`src/rtl/u8d_pkg.sv`:
```
`timescale 1ns / 1ps
package u8d_pkg;

  localparam int CpWidth = 21;

  localparam logic [CpWidth-1:0] Replacement = 21'h00FFFD;
  localparam logic [CpWidth-1:0] MaxScalar   = 21'h10FFFF;
  localparam logic [CpWidth-1:0] SurrLow     = 21'h00D800;
  localparam logic [CpWidth-1:0] SurrHigh    = 21'h00DFFF;

  localparam logic [7:0] Lead4Min = 8'hF0;
  localparam logic [7:0] Lead3Min = 8'hE0;
  localparam logic [7:0] Lead2Min = 8'hC0;
  localparam logic [7:0] ContMin  = 8'h80;

  localparam logic [2:0] SeqNone = 3'd0;
  localparam logic [2:0] SeqTwo  = 3'd2;
  localparam logic [2:0] SeqThree = 3'd3;
  localparam logic [2:0] SeqFour = 3'd4;

  typedef logic [2:0] beats_t;

  // One classified byte: (beats - 1) replacement beats, then the final beat.
  typedef struct packed {
    beats_t              beats;
    logic [CpWidth-1:0]  final_cp;
    logic                final_rep;
    logic                eot;
  } cmd_t;

endpackage

```
`src/rtl/u8d_front.sv`:
```
`timescale 1ns / 1ps
module u8d_front (
  input  logic          clk_i,
  input  logic          rst_ni,
  input  logic          in_valid_i,
  output logic          in_ready_o,
  input  logic [7:0]    data_byte_i,
  input  logic          end_of_text_i,
  input  logic          q_ready_i,
  output logic          q_push_o,
  output u8d_pkg::cmd_t q_cmd_o
);
  import u8d_pkg::*;

  logic [2:0]         len_q, len_d;
  logic [1:0]         held_q, held_d;
  logic [CpWidth-1:0] acc_q, acc_d;

  logic               accept;
  logic               is_ascii, is_cont;
  logic [2:0]         lead_len;
  logic [CpWidth-1:0] lead_acc;
  logic [CpWidth-1:0] shifted;
  logic [1:0]         held_inc;
  beats_t             flush_n;
  cmd_t               cmd;

  assign in_ready_o = q_ready_i;
  assign accept     = in_valid_i && q_ready_i;

  assign is_ascii = data_byte_i < ContMin;
  assign is_cont  = (data_byte_i >= ContMin) && (data_byte_i < Lead2Min);
  assign shifted  = {acc_q[CpWidth-7:0], data_byte_i[5:0]};
  assign held_inc = held_q + 2'd1;
  assign flush_n  = {1'b0, held_q} + 3'd1;

  always_comb begin
    priority if (data_byte_i >= Lead4Min) begin
      lead_len = SeqFour;
      lead_acc = {{(CpWidth-3){1'b0}}, data_byte_i[2:0]};
    end else if (data_byte_i >= Lead3Min) begin
      lead_len = SeqThree;
      lead_acc = {{(CpWidth-4){1'b0}}, data_byte_i[3:0]};
    end else begin
      lead_len = SeqTwo;
      lead_acc = {{(CpWidth-5){1'b0}}, data_byte_i[4:0]};
    end
  end

  always_comb begin
    len_d  = len_q;
    held_d = held_q;
    acc_d  = acc_q;
    cmd.beats     = 3'd0;
    cmd.final_cp  = Replacement;
    cmd.final_rep = 1'b1;
    cmd.eot       = end_of_text_i;

    if (len_q != SeqNone) begin
      if (is_cont) begin
        acc_d  = shifted;
        held_d = held_inc;
        if (({1'b0, held_inc} + 3'd1) >= len_q) begin
          cmd.beats = 3'd1;
          if (!((shifted > MaxScalar) || ((shifted >= SurrLow) && (shifted <= SurrHigh)))) begin
            cmd.final_cp  = shifted;
            cmd.final_rep = 1'b0;
          end
          len_d  = SeqNone;
          held_d = 2'd0;
          acc_d  = '0;
        end else if (end_of_text_i) begin
          // cut off at end: lead plus every held continuation
          cmd.beats = {1'b0, held_inc} + 3'd1;
          len_d  = SeqNone;
          held_d = 2'd0;
          acc_d  = '0;
        end
      end else if (is_ascii) begin
        cmd.beats     = flush_n + 3'd1;
        cmd.final_cp  = {{(CpWidth-8){1'b0}}, data_byte_i};
        cmd.final_rep = 1'b0;
        len_d  = SeqNone;
        held_d = 2'd0;
        acc_d  = '0;
      end else begin
        // broken by a new lead: flush the old one, open the new one (or flush it too at end of text)
        len_d  = lead_len;
        held_d = 2'd0;
        acc_d  = lead_acc;
        cmd.beats = flush_n;
        if (end_of_text_i) begin
          cmd.beats = flush_n + 3'd1;
          len_d  = SeqNone;
          acc_d  = '0;
        end
      end
    end else if (is_ascii) begin
      cmd.beats     = 3'd1;
      cmd.final_cp  = {{(CpWidth-8){1'b0}}, data_byte_i};
      cmd.final_rep = 1'b0;
    end else if (is_cont) begin
      cmd.beats = 3'd1;
    end else if (end_of_text_i) begin
      cmd.beats = 3'd1;
    end else begin
      len_d  = lead_len;
      held_d = 2'd0;
      acc_d  = lead_acc;
    end
  end

  assign q_push_o = accept && (cmd.beats != 3'd0);
  assign q_cmd_o  = cmd;

  always_ff @(posedge clk_i or negedge rst_ni) begin
    if (!rst_ni) begin
      len_q  <= SeqNone;
      held_q <= 2'd0;
      acc_q  <= '0;
    end else if (accept) begin
      len_q  <= len_d;
      held_q <= held_d;
      acc_q  <= acc_d;
    end
  end

endmodule

```
`src/rtl/u8d_queue.sv`:
```
`timescale 1ns / 1ps
module u8d_queue #(
  parameter int Depth = 4
) (
  input  logic          clk_i,
  input  logic          rst_ni,
  input  logic          push_i,
  output logic          ready_o,
  input  u8d_pkg::cmd_t cmd_i,
  output logic          valid_o,
  input  logic          pop_i,
  output u8d_pkg::cmd_t cmd_o
);
  import u8d_pkg::*;

  localparam int PtrW = (Depth > 1) ? $clog2(Depth) : 1;
  localparam int CntW = $clog2(Depth + 1);
  localparam logic [PtrW-1:0] LastPtr = PtrW'(Depth - 1);
  localparam logic [CntW-1:0] Full    = CntW'(Depth);

  cmd_t            mem_q [Depth];
  logic [PtrW-1:0] wr_ptr_q, rd_ptr_q;
  logic [CntW-1:0] count_q;
  logic            do_push, do_pop;

  assign ready_o = count_q != Full;
  assign valid_o = count_q != '0;
  assign cmd_o   = mem_q[rd_ptr_q];
  assign do_push = push_i && ready_o;
  assign do_pop  = pop_i && valid_o;

  always_ff @(posedge clk_i) begin
    if (do_push) begin
      mem_q[wr_ptr_q] <= cmd_i;
    end
  end

  always_ff @(posedge clk_i or negedge rst_ni) begin
    if (!rst_ni) begin
      wr_ptr_q <= '0;
      rd_ptr_q <= '0;
      count_q  <= '0;
    end else begin
      if (do_push) begin
        wr_ptr_q <= (wr_ptr_q == LastPtr) ? '0 : wr_ptr_q + 1'b1;
      end
      if (do_pop) begin
        rd_ptr_q <= (rd_ptr_q == LastPtr) ? '0 : rd_ptr_q + 1'b1;
      end
      if (do_push && !do_pop) begin
        count_q <= count_q + 1'b1;
      end else if (do_pop && !do_push) begin
        count_q <= count_q - 1'b1;
      end
    end
  end

endmodule

```
`src/rtl/u8d_back.sv`:
```
`timescale 1ns / 1ps
module u8d_back (
  input  logic                        clk_i,
  input  logic                        rst_ni,
  input  logic                        q_valid_i,
  input  u8d_pkg::cmd_t               q_cmd_i,
  output logic                        q_pop_o,
  output logic                        out_valid_o,
  input  logic                        out_ready_i,
  output logic [u8d_pkg::CpWidth-1:0] code_point_o,
  output logic                        replaced_o,
  output logic                        last_of_run_o,
  output logic                        text_done_o
);
  import u8d_pkg::*;

  logic   busy_q;
  beats_t left_q;
  cmd_t   cur_q;
  logic   on_last;
  logic   load;

  assign on_last = left_q == 3'd1;
  // take the next beat group when idle or when the final beat leaves
  assign load    = q_valid_i && (!busy_q || (out_ready_i && on_last));
  assign q_pop_o = load;

  assign out_valid_o   = busy_q;
  assign code_point_o  = on_last ? cur_q.final_cp : Replacement;
  assign replaced_o    = on_last ? cur_q.final_rep : 1'b1;
  assign last_of_run_o = on_last;
  assign text_done_o   = cur_q.eot;

  always_ff @(posedge clk_i) begin
    if (load) begin
      cur_q <= q_cmd_i;
    end
  end

  always_ff @(posedge clk_i or negedge rst_ni) begin
    if (!rst_ni) begin
      busy_q <= 1'b0;
      left_q <= 3'd0;
    end else if (load) begin
      busy_q <= 1'b1;
      left_q <= q_cmd_i.beats;
    end else if (busy_q && out_ready_i) begin
      if (on_last) begin
        busy_q <= 1'b0;
      end
      left_q <= left_q - 3'd1;
    end
  end

endmodule

```
`src/rtl/utf8_stream_decoder.sv`:
```
`timescale 1ns / 1ps
// UTF-8 byte stream to code point stream.
// Input channel: one byte per beat on data_byte_i, end_of_text_i set on the
// final byte of a text. Output channel: one code point per beat, with
// replaced_o for U+FFFD substitutions, last_of_run_o on the final result of
// an input byte and text_done_o copied from that byte's end_of_text_i.
// A byte gives zero to four results; bytes that only open or extend a
// sequence give none.
// A byte's results are registered in the queue, then in the output stage.
// Throughput: one byte per cycle while bytes give at most one result each
// and out_ready_i stays high; the output port emits one result per cycle
// while out_ready_i is high, so a byte with k results holds the output for
// k beats. A queue of QueueDepth classified bytes sits between the decoder
// front and the output stage; the input only stalls once that queue is full.
// When the receiver stalls, results wait in the output stage and queue;
// in_ready_o drops only when the queue fills.
// Reset closes any open sequence and empties the queue and output stage.
module utf8_stream_decoder #(
  parameter int QueueDepth = 4
) (
  input  logic                        clk_i,
  input  logic                        rst_ni,
  input  logic                        in_valid_i,
  output logic                        in_ready_o,
  input  logic [7:0]                  data_byte_i,
  input  logic                        end_of_text_i,
  output logic                        out_valid_o,
  input  logic                        out_ready_i,
  output logic [u8d_pkg::CpWidth-1:0] code_point_o,
  output logic                        replaced_o,
  output logic                        last_of_run_o,
  output logic                        text_done_o
);
  import u8d_pkg::*;

  logic q_push, q_ready, q_valid, q_pop;
  cmd_t push_cmd, pop_cmd;

  u8d_front u_front (
    .clk_i         (clk_i),
    .rst_ni        (rst_ni),
    .in_valid_i    (in_valid_i),
    .in_ready_o    (in_ready_o),
    .data_byte_i   (data_byte_i),
    .end_of_text_i (end_of_text_i),
    .q_ready_i     (q_ready),
    .q_push_o      (q_push),
    .q_cmd_o       (push_cmd)
  );

  u8d_queue #(
    .Depth (QueueDepth)
  ) u_queue (
    .clk_i   (clk_i),
    .rst_ni  (rst_ni),
    .push_i  (q_push),
    .ready_o (q_ready),
    .cmd_i   (push_cmd),
    .valid_o (q_valid),
    .pop_i   (q_pop),
    .cmd_o   (pop_cmd)
  );

  u8d_back u_back (
    .clk_i         (clk_i),
    .rst_ni        (rst_ni),
    .q_valid_i     (q_valid),
    .q_cmd_i       (pop_cmd),
    .q_pop_o       (q_pop),
    .out_valid_o   (out_valid_o),
    .out_ready_i   (out_ready_i),
    .code_point_o  (code_point_o),
    .replaced_o    (replaced_o),
    .last_of_run_o (last_of_run_o),
    .text_done_o   (text_done_o)
  );

endmodule

```
`config.mk`:
```
export PLATFORM = sky130hd
export DESIGN_NAME = utf8_stream_decoder
export DESIGN_NICKNAME = d
export VERILOG_FILES = /design/src/rtl/u8d_pkg.sv /design/src/rtl/u8d_front.sv /design/src/rtl/u8d_queue.sv /design/src/rtl/u8d_back.sv /design/src/rtl/utf8_stream_decoder.sv
export SDC_FILE = /design/constraint.sdc
export NUM_CORES = 1
export LEC_CHECK = 0
export ABC_AREA = 1
export BUFFER_PORTS_ARGS = -buffer_cell sky130_fd_sc_hd__buf_4
export CAP_MARGIN = 25
export CORE_MARGIN = 5
export CORE_UTILIZATION = 23
export CTS_CLUSTER_DIAMETER = 50
export DETAILED_ROUTE_END_ITERATION = 8
export GPL_ROUTABILITY_DRIVEN = 0
export PLACE_DENSITY = 0.44
export SYNTH_ARGS = -nofsm -noshare
export SYNTH_HDL_FRONTEND = slang
export SYNTH_HIERARCHICAL = 1
export SYNTH_SLANG_ARGS = --single-unit
```
`constraint.sdc`:
```
create_clock -name clk_i -period 5.7 [get_ports clk_i]
set_input_delay 0.855 -clock clk_i [delete_from_list [all_inputs] [get_ports clk_i]]
set_output_delay 0.855 -clock clk_i [all_outputs]
set_load 0.05 [all_outputs]
```
# After elaboration in Yosys (flattened, before gate mapping)
# Memories as Yosys holds them, arrays and structs flattened.
# Cells that the tools add are included.
[word_totals]
mem_bits_rw = 104
latch_bits = 0
mem_count = 1
elab_cells = 117
rom_bits = 0
reg_bits = 54
[op_classes]
shifts = 0
n_reduce_logical = 25
bitwise_logic = 0
eq_ne = 8
div = 0
magnitude_cmp = 9
n_mul = 0
n_addsub = 9
n_mux = 54
[memory_table]
columns = ["name", "words", "word_bits", "read_ports", "rd_ports_with_merged_regs", "wr", "line", "rtl"]
rows = [
  ["u_queue.mem_q", 4, 26, 1, 0, 1, "u8d_queue.sv:21", "cmd_t mem_q [Depth];"],
]
[ops]
columns = ["operator", "n"]
rows = [
  ["15-bit 2-to-1 mux", 7],
  ["3-bit 2-to-1 mux", 20],
  ["25-bit 2-to-1 mux", 2],
  ["22-bit 2-to-1 mux", 2],
  ["8-bit >= comparator, second input constant", 3],
  ["21-bit by 16-bit >= comparator with 1-bit output, second input constant", 1],
  ["21-bit > comparator, second input constant", 1],
  ["21-bit by 16-bit <= comparator with 1-bit output, second input constant", 1],
  ["21-bit 2-to-1 mux", 1],
  ["5-bit 2-to-1 mux", 4],
  ["2-bit 2-to-1 mux", 9],
  ["17-bit 2-to-1 mux", 1],
  ["8-bit < comparator, second input constant", 2],
  ["1-bit logical AND", 11],
  ["3-bit nonzero test", 3],
  ["1-bit 2-to-1 mux", 8],
  ["2-bit by 1-bit adder with 2-bit output, second input constant", 3],
  ["2-bit by 1-bit adder with 3-bit output, second input constant", 2],
  ["3-bit by 1-bit adder with 3-bit output, second input constant", 2],
  ["3-bit inequality test, second input constant", 2],
  ["2-bit nonzero test", 3],
  ["3-bit by 1-bit subtractor with 3-bit output, second input constant", 2],
  ["5-bit AND reduction", 1],
  ["2-bit == test, second input constant", 2],
  ["other kinds (8)", 12],
]

# Depth between registers and ports, before layout
[logic_depth]
word_depth = 14
depth_mapped = 22
mapped_depth_nobuf = 22

# Cells and area by module
# Netlist, hierarchy kept.
[by_module_without_submodules]
columns = ["mod", "n_inst", "cells_each", "area_per_inst_um2"]
rows = [
  ["u8d_queue", 1, 362, 4695.8],
  ["u8d_front", 1, 196, 1460.2],
  ["u8d_back", 1, 92, 1146.1],
]

# Least setup slack after synthesis
# OpenSTA, ideal clock, no wires.
[synth_timing]
path_type = "register to register"
startpoint = "reg u_front.held_q[0]"
endpoint = "mem u_queue/mem_q[0][0] in the netlist's numbering, enable pin"
setup_time_ns = 0.409
arrival_time_ns = 3.258
synth_period_minus_slack_ns = 3.667
t_required_ns = 5.291
stages_incl_launch_ff = 15
path_slack_ns = 2.033
cell_sequence = "dfrtp_1 -> inv_1 -> ha_1 -> xor2_1 -> ha_1 -> nand3_1 -> nand3_2 -> nand2_1 -> nand2_1 -> nand2_1 -> nand2_1 -> nor2_1 -> nor2_1 -> nand2_1 -> nor2_1"
[synth_lines]
columns = ["element", "line", "rtl"]
rows = [
  ["from (decl)", "u8d_front.sv:16", "logic [1:0] held_q, held_d;"],
  ["from (signal assigned)", "u8d_front.sv:123", "held_q <= held_d;"],
  ["to (decl)", "u8d_queue.sv:21", ""],
]

==> results.yml <==
logic_synthesis:
  yosysUniqueCellTypes: 36
  synth.area.mux_share_pct: 0
  ys_top_cells_by_area: "edfxtp_1 52%, dfrtp_1 11%, nand2_1 7.3%"
  yosys.area.top_type_share_pct: 52.2
  syn_area_um2: 7300
  yosysWarnings: 6
  synth_area_leader_cell: "edfxtp_1"
  synth_compound_area_share_pct: 9.73
  synthesis.nets: 679
  seq_area_frac_synth_pct: 62.9
  synthAdderAreaFrac_pct: 2.84
  synthXorXnorAreaFrac_pct: 0.360
  synth-simple-area-share_pct: 14.8
  synth_top_family_by_area: "simple AND/OR/NAND/NOR gates"
  syn_inst: 650
  synth-seq-cells: 158
  syn_area_per_cell_um2: 11.2
sta:
  maxSlewHeadroom_pct: 53.9
  tns_ns: 0
  finalCritPeriodShare_pct: 62.3
  finalClockSkew_ns: 0.0119
  hold_violations: 0
  maxSlewViolCount: 0
  finalCriticalPeriod_ns: 3.55
  max_freq_ghz: 0.282
  holdWs_ns: 0.390
  worstMarginPinSlew_ns: 0.690
  setup_violations: 0
  grt_setup_unrepaired: "false"
critical_path:
  crit_arrival_ns: 3.86
  critical_path.max_stage_delay_ns: 0.43
  cp_slowest_cell: "dfrtp_1"
  path_class: "register to register"
  cp_data_required_time_ns: 6.01
  cp_max_fo: 7
  startpoint: "u_front/held_q[0]$_DFFE_PN0P_"
  path_buf_inv: 3
  critPathLaunchType: "register"
  reg2reg_from: "u_front/held_q[0]$_DFFE_PN0P_"
  worst_setup_path_end_kind: "register"
  crit_path_cell_trace: "inv_1 -> ha_1 -> xor2_1 -> ha_1 -> nand3_1 -> nand3_2 -> nand2_1 -> nand2_1 -> nand2_1 -> nand2_1 -> nor2_1 -> nor2_1 -> nand2_1 -> inv_1 -> ha_1 -> inv_1 -> fa_1 -> nand2_1 -> nand3_1 -> nand2_1 -> nand2_1"
  critPathTopFamily: "simple AND/OR/NAND/NOR gates"
  cpMostUsedCell: "nand2_1"
flow_run:
  maxCapViolations: 0
floorplanning:
  coreArea_um2: 31500
  die_w_um: 188
  die_h_um: 188
  start_util_pct: 23.2
  rows: 65
  num_io_pins: 39
  dieArea_um2: 35400
drt:
  drtIter0Drc: 308
  antenna_left: 0
  routed-wl-met3_um: 521
  drc: 0
  finalWirelength_mm: 15.2
  firstDrtPassIters: 4
  top_layer: "met4"
  wl_met2_mm: 6.74
  vias: 4370
  via_per_inst: 3.97
  wl_met1_mm: 7.75
  wl_per_cell_um: 13.8
finish:
  final_nets: 716
  finalNonFillerCells: 1102
  nFillCells: 3251
  area_growth_pct: 16.2
  finish.utilization_pct: 26.9
  drive_gt1_share_pct: 19.0
  multi_input_area_um2: 2030
  seq_area_um2: 4590
  n_antenna_cell: 0
cts:
  clock_path_buffers: 2
  clk_transition_reported_paths_ns: 0.06
  cts_root_buffer: "clkbuf_16"
  cts_buffers: 17
  cts_max_level: 4
  cts_resized: 0
  holdBufCountCts: 0
  cts_tree: "done"
  post-cts-setup-buffers: 0
  clkLatencyLatePin_ns: 0.42
  clkSinkCount: 158
place:
  place_hpwl_mm: 10.0
  place.port_buffers: 38
  dp.cells: 1070
power_and_ir_drop:
  powerDensity_nw_per_um2: 515
  power.switching_mw: 1.65
  p_sw_share_pct: 37.8
  power_mw: 4.37
  internal_power_mw: 2.72
  pwr-share-seq_pct: 40.6
  pwr-share-comb_pct: 34.3
  peakVddDrop_mv: 0.212
  leakage_nw: 3.46
  p_clk_share_pct: 25.1
global_routing:
  grt-ovfl-total: 0
  antenna_found_initial: 0
  grt_max_degree: 60
  grt_usage_pct: 9.04
  first_global_vias: 4488
  grt_pass1_wl_mm: 25.0
min_path:
  hp-class: "input port to async pin"
run_status:
  status: "complete, no violations"
==> power groups by stage <==
stage | clock network [mW] | registers (mW) | logic, mW
global route | 1.18 | 1.80 | 1.71
floorplan | 0 | 1.74 | 1.22
CTS | 1.12 | 1.77 | 1.54
detailed placement | 0 | 1.80 | 1.54
global placement | 0 | 1.79 | 1.53
finish | 1.10 | 1.77 | 1.50
==> layout make-up <==
cell class,count,area share [%]
Clock buffer,21,5.19
Clock inverter,11,1.42
Inverter,119,5.34
Multi-Input combinational cell,346,24.0
Sequential cell,158,54.2
Tap cell,402,5.93
Timing Repair Buffer,45,3.98
==> worst register-to-register path, delay by kind of cell (launching register included) <==
family	cells	cell delay, ns
fa+ha+maj	4	1.21
simple gates	13	1.32
buf+inv	3	0.32
flops	1	0.43
xor+xnor	1	0.17
==> registers in the layout, indices dropped and copies added, names as in the netlist <==
name / flops
u_queue/mem_q: 104
u_back/cur_q: 22
u_front/acc_q: 15
u_back/left_q: 3
u_front/len_q: 3
u_queue/count_q: 3
u_front/held_q: 2
u_queue/rd_ptr_q: 2
u_queue/wr_ptr_q: 2
u_back/out_valid_o: 1
u_back/text_done_o: 1
==> cells in the mapped netlist (all sizes together) <==
library cell	number
nand2	153
edfxtp	127
inv	117
o211ai	52
dfrtp	31
nand3	31
nor2	29
buf	27
o21ai	23
or2	16
ha	15
o22ai	9
nor3	5
a21oi	4
nand4	3
clkinv	2
xnor2	2
fa	1
nand3b	1
nor3b	1
xor2	1
==> cells by family (layout without fill, tap and decap cells) <==
| family | after synthesis | in the layout |
|---|---|---|
| compound gates | 88 | 88 |
| xor+xnor | 3 | 3 |
| fa+ha+maj | 16 | 16 |
| buf+inv | 146 | 196 |
| flops | 158 | 158 |
| simple gates | 239 | 239 |
==> metrics by stage <==
stage               setup slack (ns)  area [um^2]
floorplan                       2.03         7300
global placement                2.23         7920
detailed placement              2.10         7920
CTS                             2.09         8480
global route                    1.70         8480
finish                          2.15         8480
==> metal layers <==
metal  global-route usage, %  vias to the layer above
li1                        -                     2234
met1                    12.7                     2051
met2                    13.7                       69
met3                    2.11                       16
met4                    3.19                        0
met5                       0                        -
==> placed cells by master, fill, tap and decap left out, types with 8 or more instances in the layout <==
| cell type | netlist | routed |
|---|---|---|
| buf_4 | 5 | 45 |
| clkbuf_16 | 0 | 17 |
| dfrtp_1 | 31 | 30 |
| edfxtp_1 | 127 | 127 |
| ha_1 | 15 | 15 |
| inv_1 | 108 | 108 |
| inv_2 | 9 | 9 |
| nand2_1 | 142 | 142 |
| nand3_1 | 28 | 28 |
| nor2_1 | 27 | 23 |
| o211ai_1 | 32 | 32 |
| o211ai_2 | 20 | 20 |
| o21ai_0 | 16 | 16 |
| o22ai_1 | 8 | 8 |
| or2_1 | 13 | 13 |
==> path summary, 6_finish.rpt <==
kind	to	slack, ns	cells past startpoint
min in group clk_i	u_front/acc_q[4]$_DFFE_PN0P_	0.48	2
worst min register to register	u_front/acc_q[4]$_DFFE_PN0P_	0.48	2
worst min-delay path	u_queue/wr_ptr_q[1]$_DFFE_PN0P_	0.39	1
worst max-delay path	u_queue/count_q[2]$_DFFE_PN0P_	2.15	21
worst max register to register	u_queue/count_q[2]$_DFFE_PN0P_	2.15	21
max in group asynchronous	u_queue/rd_ptr_q[0]$_DFFE_PN0P_	4.95	1
(Power assumes the default switching activity.)
